**config.mk**
```make
export PLATFORM = sky130hd
export DESIGN_NAME = fdwt_ctrl
export DESIGN_NICKNAME = d
export VERILOG_FILES = /design/src/rtl/fdwt_pkg.sv /design/src/rtl/fdwt_ctrl.sv
export SDC_FILE = /design/constraint.sdc
export NUM_CORES = 1
export LEC_CHECK = 0
export BUFFER_PORTS_ARGS = -buffer_cell sky130_fd_sc_hd__buf_2
export CAP_MARGIN = 30
export CORE_AREA = 2 2 39 41
export DETAILED_ROUTE_END_ITERATION = 10
export DIE_AREA = 0 0 41 43
export GPL_TIMING_DRIVEN = 0
export PLACE_DENSITY = 0.44
export SLEW_MARGIN = 20
export SYNTH_ARGS = -nofsm -noshare
export SYNTH_HDL_FRONTEND = slang
export SYNTH_SLANG_ARGS = --single-unit
```
**constraint.sdc**
```tcl
create_clock -name clk -period 1.1 [get_ports clk]
set_input_delay 0.11 -clock clk [delete_from_list [all_inputs] [get_ports clk]]
set_output_delay 0.11 -clock clk [all_outputs]
set_load 0.03 [all_outputs]
```
**src/rtl/fdwt_pkg.sv**
```systemverilog
`default_nettype none

package fdwt_pkg;

    // Geometry defaults
    localparam int MaxWidthDefault  = 512;
    localparam int MaxHeightDefault = 512;
    localparam int GeomResetVal     = 512;

    // Field widths
    localparam int GEOM_W     = 10;
    localparam int COORD_W    = 16;
    localparam int COLOR_W    = 8;
    localparam int PIXEL_W    = 16;
    localparam int OFFSET_W   = 16;
    localparam int KIND_W     = 2;
    localparam int CFG_IDX_W  = 2;
    localparam int CFG_DATA_W = 16;

    // Command codes
    localparam logic [KIND_W-1:0] KIND_WRITE = 2'd0;
    localparam logic [KIND_W-1:0] KIND_FLUSH = 2'd1;
    localparam logic [KIND_W-1:0] KIND_READ  = 2'd2;

    // Result codes
    localparam logic RES_FLUSH = 1'b0;
    localparam logic RES_READ  = 1'b1;

    // Register indexes
    localparam logic [CFG_IDX_W-1:0] REG_PANEL_WIDTH   = 2'd0;
    localparam logic [CFG_IDX_W-1:0] REG_PANEL_HEIGHT  = 2'd1;
    localparam logic [CFG_IDX_W-1:0] REG_COLUMN_OFFSET = 2'd2;
    localparam logic [CFG_IDX_W-1:0] REG_ROW_OFFSET    = 2'd3;

    typedef enum logic [2:0] {
        ST_CLEAR,
        ST_IDLE,
        ST_ADDR,
        ST_MEM,
        ST_DONE,
        ST_FLUSH
    } state_t;

    // Controller -> datapath
    typedef struct packed {
        logic capture;
        logic calc_addr;
        logic mem_read;
        logic finish_write;
        logic finish_read;
        logic flush;
        logic clear_step;
    } cmd_t;

    // Datapath -> controller
    typedef struct packed {
        logic clear_last;
        logic is_read;
    } stat_t;

endpackage

`default_nettype wire

```
**src/rtl/fdwt_ctrl.sv**
```systemverilog
`default_nettype none

module fdwt_ctrl (
    input  wire logic                        clk,
    input  wire logic                        rst_n,
    input  wire logic                        start,
    input  wire logic [fdwt_pkg::KIND_W-1:0] kind,
    input  wire fdwt_pkg::stat_t             stat,
    output fdwt_pkg::cmd_t                   cmd,
    output logic                             busy
);

    fdwt_pkg::state_t state_reg;
    fdwt_pkg::state_t state_next;

    always_ff @(posedge clk or negedge rst_n)
    begin
        if (!rst_n)
        begin
            state_reg <= fdwt_pkg::ST_CLEAR;
        end
        else
        begin
            state_reg <= state_next;
        end
    end

    always_comb
    begin
        state_next = state_reg;
        cmd        = '0;
        busy       = 1'b1;
        case (state_reg)
            fdwt_pkg::ST_CLEAR:
            begin
                cmd.clear_step = 1'b1;
                if (stat.clear_last)
                begin
                    state_next = fdwt_pkg::ST_IDLE;
                end
            end
            fdwt_pkg::ST_IDLE:
            begin
                busy = 1'b0;
                if (start)
                begin
                    cmd.capture = 1'b1;
                    case (kind)
                        fdwt_pkg::KIND_WRITE: state_next = fdwt_pkg::ST_ADDR;
                        fdwt_pkg::KIND_READ:  state_next = fdwt_pkg::ST_ADDR;
                        fdwt_pkg::KIND_FLUSH: state_next = fdwt_pkg::ST_FLUSH;
                        default:              state_next = fdwt_pkg::ST_IDLE;
                    endcase
                end
            end
            fdwt_pkg::ST_ADDR:
            begin
                cmd.calc_addr = 1'b1;
                state_next    = fdwt_pkg::ST_MEM;
            end
            fdwt_pkg::ST_MEM:
            begin
                cmd.mem_read = 1'b1;
                state_next   = fdwt_pkg::ST_DONE;
            end
            fdwt_pkg::ST_DONE:
            begin
                if (stat.is_read)
                begin
                    cmd.finish_read = 1'b1;
                end
                else
                begin
                    cmd.finish_write = 1'b1;
                end
                state_next = fdwt_pkg::ST_IDLE;
            end
            fdwt_pkg::ST_FLUSH:
            begin
                cmd.flush  = 1'b1;
                state_next = fdwt_pkg::ST_IDLE;
            end
            default:
            begin
                state_next = fdwt_pkg::ST_IDLE;
            end
        endcase
    end

endmodule

`default_nettype wire

```
==> results of run 1 <==
==> synthesized netlist by cell type, drive strengths merged <==
master and number:
a211oi 1, a21oi 1, and3 1, and4 1, buf 3, dfrtp 3, inv 3, nand2 1
nand2b 1, nand3b 1, nand4bb 1, nor2 1, nor2b 1, nor3 4, nor4 1, o21bai 1
o311ai 1
==> metrics by stage <==
stage	util [%]	worst slack, ns	area [um^2]	hold WS (ns)
3_3_place_gp	24.2	0.0148	335	-0.0917
5_1_grt	34.4	-0.218	475	0.142
2_1_floorplan	-	-0.204	245	-0.186
3_5_place_dp	24.2	0.00701	335	-0.0913
6_report	34.4	-0.180	475	0.143
4_1_cts	31.9	-0.185	442	0.138
==> worst max path at each step <==
stage / start / end / depth (start not counted)
after floorplan: state_reg[1]$_DFFE_PN0P_ / cmd[4] / 3
after global placement: state_reg[1]$_DFFE_PN0P_ / cmd[2] / 4
after detailed placement: state_reg[2]$_DFFE_PN0P_ / cmd[3] / 4
after CTS: state_reg[1]$_DFFE_PN0P_ / cmd[3] / 3
after global routing: state_reg[1]$_DFFE_PN0P_ / cmd[3] / 3
final: state_reg[1]$_DFFE_PN0P_ / cmd[3] / 3
==> what timing repair did <==
item                                    4_1_cts  5_1_grt
gates resized for setup                      17        5
endpoints found under the setup margin        8        9
hold buffers                                  1        0
pin swaps                                     3        4
gates cloned                                  0        0
hold endpoints to repair                      3        0
setup buffers                                 2        2
==> layout make-up <==
cell class	instances	area [um^2]
Buffer	3	33.8
Clock buffer	4	26.3
Fill cell	151	908
Inverter	3	18.8
Multi-Input combinational cell	17	160
Sequential cell	3	75.1
Tap cell	16	20.0
Timing Repair Buffer	19	141
==> power by group through the flow <==
| stage | sequential (mW) | clock [mW] | combinational (mW) |
|---|---|---|---|
| detailed placement | 0.179 | 0 | 0.763 |
| CTS | 0.178 | 0.198 | 0.975 |
| global placement | 0.177 | 0 | 0.777 |
| finish | 0.177 | 0.187 | 1.09 |
| global route | 0.181 | 0.209 | 1.16 |
| floorplan | 0.177 | 0 | 0.599 |
==> metal layers <==
layer | wire length, um | GRT usage, % | share of wire [%] | vias to the layer above
met2 | 356 | 13.8 | 57 | 6
met5 | 0 | 0 | 0 | -
li1 | - | - | - | 141
met1 | 241 | 11.4 | 38 | 134
met3 | 30 | 3.14 | 4.8 | 0
met4 | 0 | 8.00 | 0 | 0
==> cells by family (layout without fill, tap and decap cells) <==
logic type	after synthesis	after routing	share of synthesized area (%)
buffers and inverters	6	29	19.4
DFF	3	3	30.6
and+or+nand+nor	13	13	35.2
AOI/OAI and AO/OA	4	4	14.8
==> tightest hold or removal path, stage by stage <==
cell	delay, ns
buf_2	0.08
o21bai_1	0.07
o311ai_2	0.08
==> results_dict.tcl, run 1 <==
set metrics [dict create \
    vdd_ir_drop_max_mv 1.45 \
    ys_top_cells_by_area "dfrtp_1 (31%), buf_6 (14%), nor3_1 (8.2%)" \
    pwr-share-comb_pct 74.9 \
    start_util_pct 17.7 \
    io_buffers 14 \
    max_freq_mhz 781 \
    synth_top_area_cell "dfrtp_1" \
    setup_viol 8 \
    p_int_mw 0.787 \
    layout_commonest_cell "buf_4" \
    r2r_end "state_reg[0]$_DFFE_PN0P_" \
    clk_pin_slew_ns 0.04 \
    worst_slew_pin_slew_ns 0.213 \
    clk_latency_ns 0.23 \
    finalHoldViolations 0 \
    final_nets 57 \
    finalCritPeriodShare_pct 116 \
    tritoncts.num_buffers 3 \
    grt_pass1_wl_mm 1.12 \
    core.rowCount 14 \
    pwr_density_cell_mw_per_mm2 3060 \
    critPathArrivalTime_ns 1.17 \
    ant_nets 0 \
    path_class "reg2out" \
    grt_overflow_total 0 \
    fp.dieW_um 41 \
    min_period_ns 1.28 \
    ys_seq_elements 3 \
    drive_gt1_share_pct 71.4 \
    dp_hpwl_um 438 \
    largest_register_ffs 3 \
    synth_nets 33 \
    yosysUniqueCellTypes 19 \
    maxSlewViolCount 0 \
    p_leak_nw 0.212 \
    syn_inst 26 \
    swShare_pct 45.8 \
    cts.sinks 3 \
    first_pass_iters 2 \
    rr_startpoint "state_reg[1]$_DFFE_PN0P_" \
    boundaryPins 15 \
    stdcell_count 65 \
    worstSetupStartpointType "flip-flop" \
    synth_top_area_share_pct 30.6 \
    finalPower_mw 1.45 \
    final_cell_mix "buf_4 (9), buf_6 (6), buf_2 (6), clkbuf_4 (3), dfrtp_1 (3)" \
    routed-via-count 281 \
    syn_area_um2 245 \
    crit_fanout 6 \
    rr_worst_depth 4 \
    antenna_found_initial 0 \
    die_h_um 43 \
    slew_headroom_pct 85.7 \
    area_growth_pct 93.9 \
    htreeDepth 1 \
    fin_tns_setup_ns -0.957 \
    clockBufferDepth 2 \
    grt_use_total_pct 9.77 \
    hold_end "state_reg[0]$_DFFE_PN0P_" \
    critPathBufInv 2 \
    avgViaCountPerCell 4.32 \
    rsz0062_at_grt "true" \
    cts_tree "done" \
    crit_family "flip-flops" \
    finalClockSkew_ns 0.00269 \
    drc 0 \
    cts_root_buffer "clkbuf_4" \
    power.switching_mw 0.666 \
    die_area_mm2 0.00176 \
    dpl.cell_count 56 \
    place_congestion 0.695 \
    slowest_delay_ns 0.36 \
    grt_pass1_vias 293 \
    p_seq_share_pct 12.2 \
    power_frac_clock_pct 12.9 \
    crit_chain "buf_6 > nor4_4 > buf_4" \
    wl_per_cell_um 9.66 \
    cap_violations 0 \
    worstPathRequired_ns 0.99 \
    critPathSlowestCell "dfrtp_1" \
    yosys_warnings 0 \
    routed_wirelength_um 628 \
    final.setup.worst_slack_ns -0.180 \
    worst_setup_path_end_kind "primary output" \
    core-area_mm2 0.00138 \
    min_from "stat[1]" \
    avgSynthCellArea_um2 9.43 \
    antennaDiodeCount 0 \
    grt_max_degree 10 \
    drt_iter0_markers 1 \
    worst_hold_path_type "in2reg" \
    whs_path_depth 3 \
    r2r_slack_ns 0.04 \
    violations "negative setup slack" \
    status "complete, but fails checks" \
    ys_seq_area_share_pct 30.6 \
]
Power figures use the tool's default switching activity.
==> run 2, diff against run 1 <==
--- a/config.mk
+++ b/config.mk
@@ -13,4 +13,5 @@
 export GPL_TIMING_DRIVEN = 0
 export PLACE_DENSITY = 0.44
+export RECOVER_POWER = 100
 export SLEW_MARGIN = 20
 export SYNTH_ARGS = -nofsm -noshare
==> constraint.sdc (replaced) <==
create_clock -name clk -period 1.1 [get_ports clk]
set_input_delay 0.22 -clock clk [delete_from_list [all_inputs] [get_ports clk]]
set_output_delay 0.22 -clock clk [all_outputs]
set_load 0.03 [all_outputs]
==> run 2 against run 1 <==
Net effect: the run still ends with negative setup slack left; setup slack worse by 0.11 ns; core utilization is 2.5 points higher; clock skew is 0.0022 ns lower; combinational power is 9% higher; non-clock buffer count is 1 higher; maximum frequency is 8.1% lower; power is 8.1% higher; wire length is 7.3% higher.
==> results_dict.tcl, run 2 (synthesis gave the netlist of run 1 again) <==
set metrics [dict create \
    status "complete, but fails checks" \
    violations "negative setup slack" \
    core-area_mm2 0.00138 \
    crit_family "flip-flops" \
    cts_tree "done" \
    clk_pin_slew_ns 0.04 \
    largest_register_ffs 3 \
    whs_path_depth 3 \
    area_growth_pct 108 \
    cts.sinks 3 \
    antennaDiodeCount 0 \
    drive_gt1_share_pct 76.0 \
    hold_end "state_reg[0]$_DFFE_PN0P_" \
    path_class "reg2out" \
    critPathArrivalTime_ns 1.17 \
    fp.dieW_um 41 \
    critPathBufInv 2 \
    tritoncts.num_buffers 3 \
    grt_use_total_pct 10.7 \
    finalHoldViolations 0 \
    rr_worst_depth 5 \
    setup_viol 8 \
    die_h_um 43 \
    stdcell_count 66 \
    worstSetupStartpointType "flip-flop" \
    final_cell_mix "buf_6 (8), buf_4 (8), buf_2 (5)" \
    final_nets 58 \
    min_from "stat[1]" \
    vdd_ir_drop_max_mv 1.03 \
    wl_per_cell_um 10.2 \
    min_period_ns 1.39 \
    cap_violations 0 \
    worstPathRequired_ns 0.88 \
    critPathSlowestCell "dfrtp_1" \
    routed_wirelength_um 674 \
    clk_latency_ns 0.24 \
    finalCritPeriodShare_pct 127 \
    core.rowCount 14 \
    first_pass_iters 3 \
    cts_root_buffer "clkbuf_4" \
    antenna_found_initial 0 \
    grt.met2_usage_pct 14.4 \
    place_congestion 0.715 \
    multi_input_area_um2 179 \
    boundaryPins 15 \
    post_dp_cell_area_um2 368 \
    r2r_end "state_reg[1]$_DFFE_PN0P_" \
    finalClockSkew_ns 0.000522 \
    grt_pass1_vias 282 \
    grt_max_degree 9 \
    drt_iter0_markers 2 \
    worst_hold_path_type "in2reg" \
    nFillCells 146 \
    p_leak_nw 0.222 \
    crit_fanout 8 \
    grt_overflow_total 0 \
    maxSlewViolCount 0 \
    drc 0 \
    max_freq_mhz 718 \
    holdWs_ns 0.240 \
    crit_chain "buf_6 > nor4_4 > buf_6" \
    routed-via-count 280 \
    seq_area_um2 75.1 \
    pwr_density_cell_mw_per_mm2 3080 \
    final.setup.worst_slack_ns -0.292 \
    met1_usage_pct 12.7 \
    slowest_delay_ns 0.36 \
    rr_startpoint "state_reg[0]$_DFFE_PN0P_" \
    dpl.cell_count 56 \
    top_usage_layer "met2" \
    io_buffers 14 \
    slew_headroom_pct 84.9 \
    finalPower_mw 1.57 \
    avgViaCountPerCell 4.24 \
    ant_nets 0 \
    fin_tns_setup_ns -1.91 \
    finish.instance_area_um2 510 \
    dp_hpwl_um 435 \
    cp_common_cell "buf_6" \
    r2r_slack_ns 0.02 \
    worst_setup_path_end_kind "primary output" \
    met3_usage_pct 3.14 \
    rsz0062_at_grt "true" \
    worst_slew_pin_slew_ns 0.227 \
    start_util_pct 17.7 \
    clockBufferDepth 2 \
    htreeDepth 1 \
    grt_pass1_wl_mm 1.20 \
    die_area_mm2 0.00176 \
]
-- run 2: worst min-delay path, delay by kind of cell --
family	cells	cell delay, ns
compound gates	2	0.15
buf+inv	1	0.07
-- run 2: through the flow --
stage / setup WS [ns] / utilization (%)
finish: -0.292 / 36.9
global route: -0.346 / 36.9
CTS: -0.304 / 34.4
detailed placement: -0.125 / 26.6
global placement: -0.127 / 26.6
floorplan: -0.0767 / -
-- run 2: layout make-up --
class	instances	area share, %
Multi-Input combinational cell	17	35.0
Timing Repair Buffer	20	30.4
Sequential cell	3	14.7
Buffer	3	6.62
Clock buffer	4	5.15
Inverter	3	4.17
Tap cell	16	3.92
-- run 2: report_power, final --
| part | switching (mW) | internal, mW | total (mW) | leakage (nW) |
|---|---|---|---|---|
| clock | 0.0640 | 0.136 | 0.200 | 0.0150 |
| combinational | 0.646 | 0.548 | 1.19 | 0.170 |
| sequential | 0.0189 | 0.158 | 0.177 | 0.0379 |
-- run 2: repair_timing --
item                                   CTS  global route
pin swaps                                3             6
resized for setup                       15             7
setup endpoints to repair                8            10
hold buffers                             1             0
endpoints found under the hold margin    3             0
setup buffers                            4             1
-- run 2: worst max-delay path by stage --
stage / start / end / slack [ns] / cells past startpoint
final: state_reg[1]$_DFFE_PN0P_ / cmd[3] / -0.29 / 3
after global placement: state_reg[0]$_DFFE_PN0P_ / cmd[2] / -0.13 / 4
after detailed placement: state_reg[0]$_DFFE_PN0P_ / cmd[2] / -0.12 / 4
after CTS: state_reg[1]$_DFFE_PN0P_ / cmd[3] / -0.30 / 3
after floorplan: state_reg[1]$_DFFE_PN0P_ / cmd[3] / -0.08 / 2
after global routing: state_reg[1]$_DFFE_PN0P_ / cmd[3] / -0.35 / 3
-- run 2: metal layers --
metal	wire length [um]	part of all wire (%)	vias to the layer above
met2	359	53	10
li1	-	-	138
met1	262	39	130
met5	0	0	-
met3	33	4.9	2
met4	19	2.8	0
==> run 3, diff against run 2 <==
- clock period: 1.1 -> 1.4 ns (I/O delays scaled with it)
==> run 3 against run 2 <==
Net effect: the flow still finishes with violations (negative setup slack); setup slack gained 0.25 ns; combinational power is 34% lower; wire length decreased by 3.7%; final cell count decreased by 1.5%; sequential power is 20% lower; die area unchanged; critical path type unchanged; final area decreased by 12%.
==> results_dict.tcl, run 3 (synthesis gave the netlist of run 1 again) <==
set metrics [dict create \
    status "complete, but fails checks" \
    violations "negative setup slack" \
    die_area_mm2 0.00176 \
    pwr_density_cell_mw_per_mm2 2390 \
    antennaDiodeCount 0 \
    grt_pass1_wl_mm 1.06 \
    power.switching_mw 0.498 \
    finalHoldViolations 0 \
    dp_hpwl_um 438 \
    p_int_mw 0.573 \
    antenna_found_initial 0 \
    wl_per_cell_um 9.98 \
    crit_family "flip-flops" \
    critPathSlowestCell "dfrtp_1" \
    final_nets 57 \
    vdd_ir_drop_max_mv 1.09 \
    worst_hold_path_type "in2reg" \
    start_util_pct 17.7 \
    final.setup.worst_slack_ns -0.0460 \
    holdWs_ns 0.336 \
    grt_max_degree 10 \
    htreeDepth 1 \
    tritoncts.num_buffers 3 \
    routed-via-count 279 \
    nFillCells 152 \
    routed_wirelength_um 649 \
    p_leak_nw 0.206 \
    p_seq_share_pct 13.3 \
    met2_length_um 357 \
    finalClockSkew_ns 0.00333 \
    highest_layer "met3" \
    worstPathRequired_ns 1.12 \
    drc 0 \
    cap_violations 0 \
    layout_commonest_cell "buf_4" \
    finalCritPeriodShare_pct 103 \
    cts_tree "done" \
    worstSetupStartpointType "flip-flop" \
    drive_gt1_share_pct 61.2 \
    largest_register_ffs 3 \
    swShare_pct 46.5 \
    slew_headroom_pct 77.1 \
    boundaryPins 15 \
    crit_fanout 6 \
    place_congestion 0.695 \
    final_cell_mix "buf_4 (8), buf_6 (6), buf_2 (6), clkbuf_4 (3), dfrtp_1 (3)" \
    clockBufferDepth 2 \
    fp.dieW_um 41 \
    fin_tns_setup_ns -0.0986 \
    worst_setup_path_end_kind "primary output" \
    setup_viol 3 \
    slowest_delay_ns 0.36 \
    cts_root_buffer "clkbuf_4" \
    pwr-share-comb_pct 72.9 \
    clk_latency_ns 0.23 \
    core-area_mm2 0.00138 \
    min_period_ns 1.45 \
    area_growth_pct 82.7 \
    io_buffers 14 \
    max_freq_mhz 692 \
    worst_slew_pin_slew_ns 0.338 \
    grt_pass1_vias 280 \
    die_h_um 43 \
    grt_overflow_total 0 \
    clk_pin_slew_ns 0.04 \
    ant_nets 0 \
    fin_util_pct 32.4 \
    rsz0062_at_grt "true" \
    routedLengthMet1_um 259 \
    maxSlewViolCount 0 \
    critPathBufInv 2 \
    power_frac_clock_pct 13.8 \
    cts.sinks 3 \
    met3WireLength_um 31 \
    path_class "reg2out" \
    grt_use_total_pct 9.37 \
    drt_iter0_markers 3 \
    critPathArrivalTime_ns 1.17 \
    avgViaCountPerCell 4.29 \
    first_pass_iters 4 \
    core.rowCount 14 \
    crit_chain "buf_6 > nor4_4 > buf_4" \
]
-- run 3: cell types whose count changed in the layout (fill, tap and decap cells not counted), sizes merged --
cell and change:
buf -1
-- run 3: what timing repair did --
| action | 4_1_cts | 5_1_grt |
|---|---|---|
| setup endpoints to repair | 7 | 7 |
| cloned | 0 | 1 |
| resized for setup | 11 | 8 |
| hold buffers | 1 | 0 |
| endpoints found under the hold margin | 3 | 0 |
| buffers inserted | 2 | 1 |
| pin swaps | 3 | 0 |
-- run 3: stage by stage --
stage | worst slack [ns] | instance area [um^2] | power [mW] | cells
6_report | -0.0460 | 448 | 1.07 | 65
5_1_grt | -0.0887 | 448 | 1.15 | 65
4_1_cts | -0.0545 | 420 | 0.999 | 63
3_5_place_dp | 0.137 | 335 | 0.740 | 56
3_3_place_gp | 0.145 | 335 | 0.750 | 56
2_1_floorplan | -0.0743 | 245 | 0.610 | 26
-- run 3: cell type report --
cell class                      count  area, um^2  area share (%)
Timing Repair Buffer               19         138            30.7
Tap cell                           16        20.0            4.47
Multi-Input combinational cell     17         136            30.4
Clock buffer                        4        26.3            5.87
Inverter                            3        18.8            4.19
Buffer                              3        33.8            7.54
Sequential cell                     3        75.1            16.8
-- run 3: tightest hold or removal path, delay by kind of cell --
kind                   cells  cell delay, ns
AO/OA/AOI/OAI              2            0.15
buffers and inverters      1            0.08
-- run 3: path summary, 6_finish.rpt --
| check | startpoint | endpoint | slack [ns] | depth (start not counted) |
|---|---|---|---|---|
| min reg2reg | state_reg[2]$_DFFE_PN0P_ | state_reg[0]$_DFFE_PN0P_ | 0.65 | 3 |
| max | state_reg[1]$_DFFE_PN0P_ | cmd[3] | -0.05 | 3 |
| min in group asynchronous | rst_n | state_reg[0]$_DFFE_PN0P_ | 0.39 | 2 |
| max in group asynchronous | rst_n | state_reg[1]$_DFFE_PN0P_ | 0.86 | 2 |
| max reg2reg | state_reg[1]$_DFFE_PN0P_ | state_reg[0]$_DFFE_PN0P_ | 0.29 | 3 |
| min | stat[1] | state_reg[0]$_DFFE_PN0P_ | 0.34 | 3 |
-- run 3: power groups by stage --
stage                     combinational [mW]  sequential [mW]  clock, mW
after floorplan                        0.471            0.139          0
after global placement                 0.610            0.139          0
after detailed placement               0.600            0.141          0
after CTS                              0.704            0.140      0.155
after global routing                   0.840            0.146      0.164
final                                  0.781            0.142      0.147
-- run 3: layer usage --
layer	track usage (%)	vias to the layer above
met5	0	-
met1	10.7	133
met3	3.14	0
met4	8.00	0
li1	-	140
met2	13.1	6
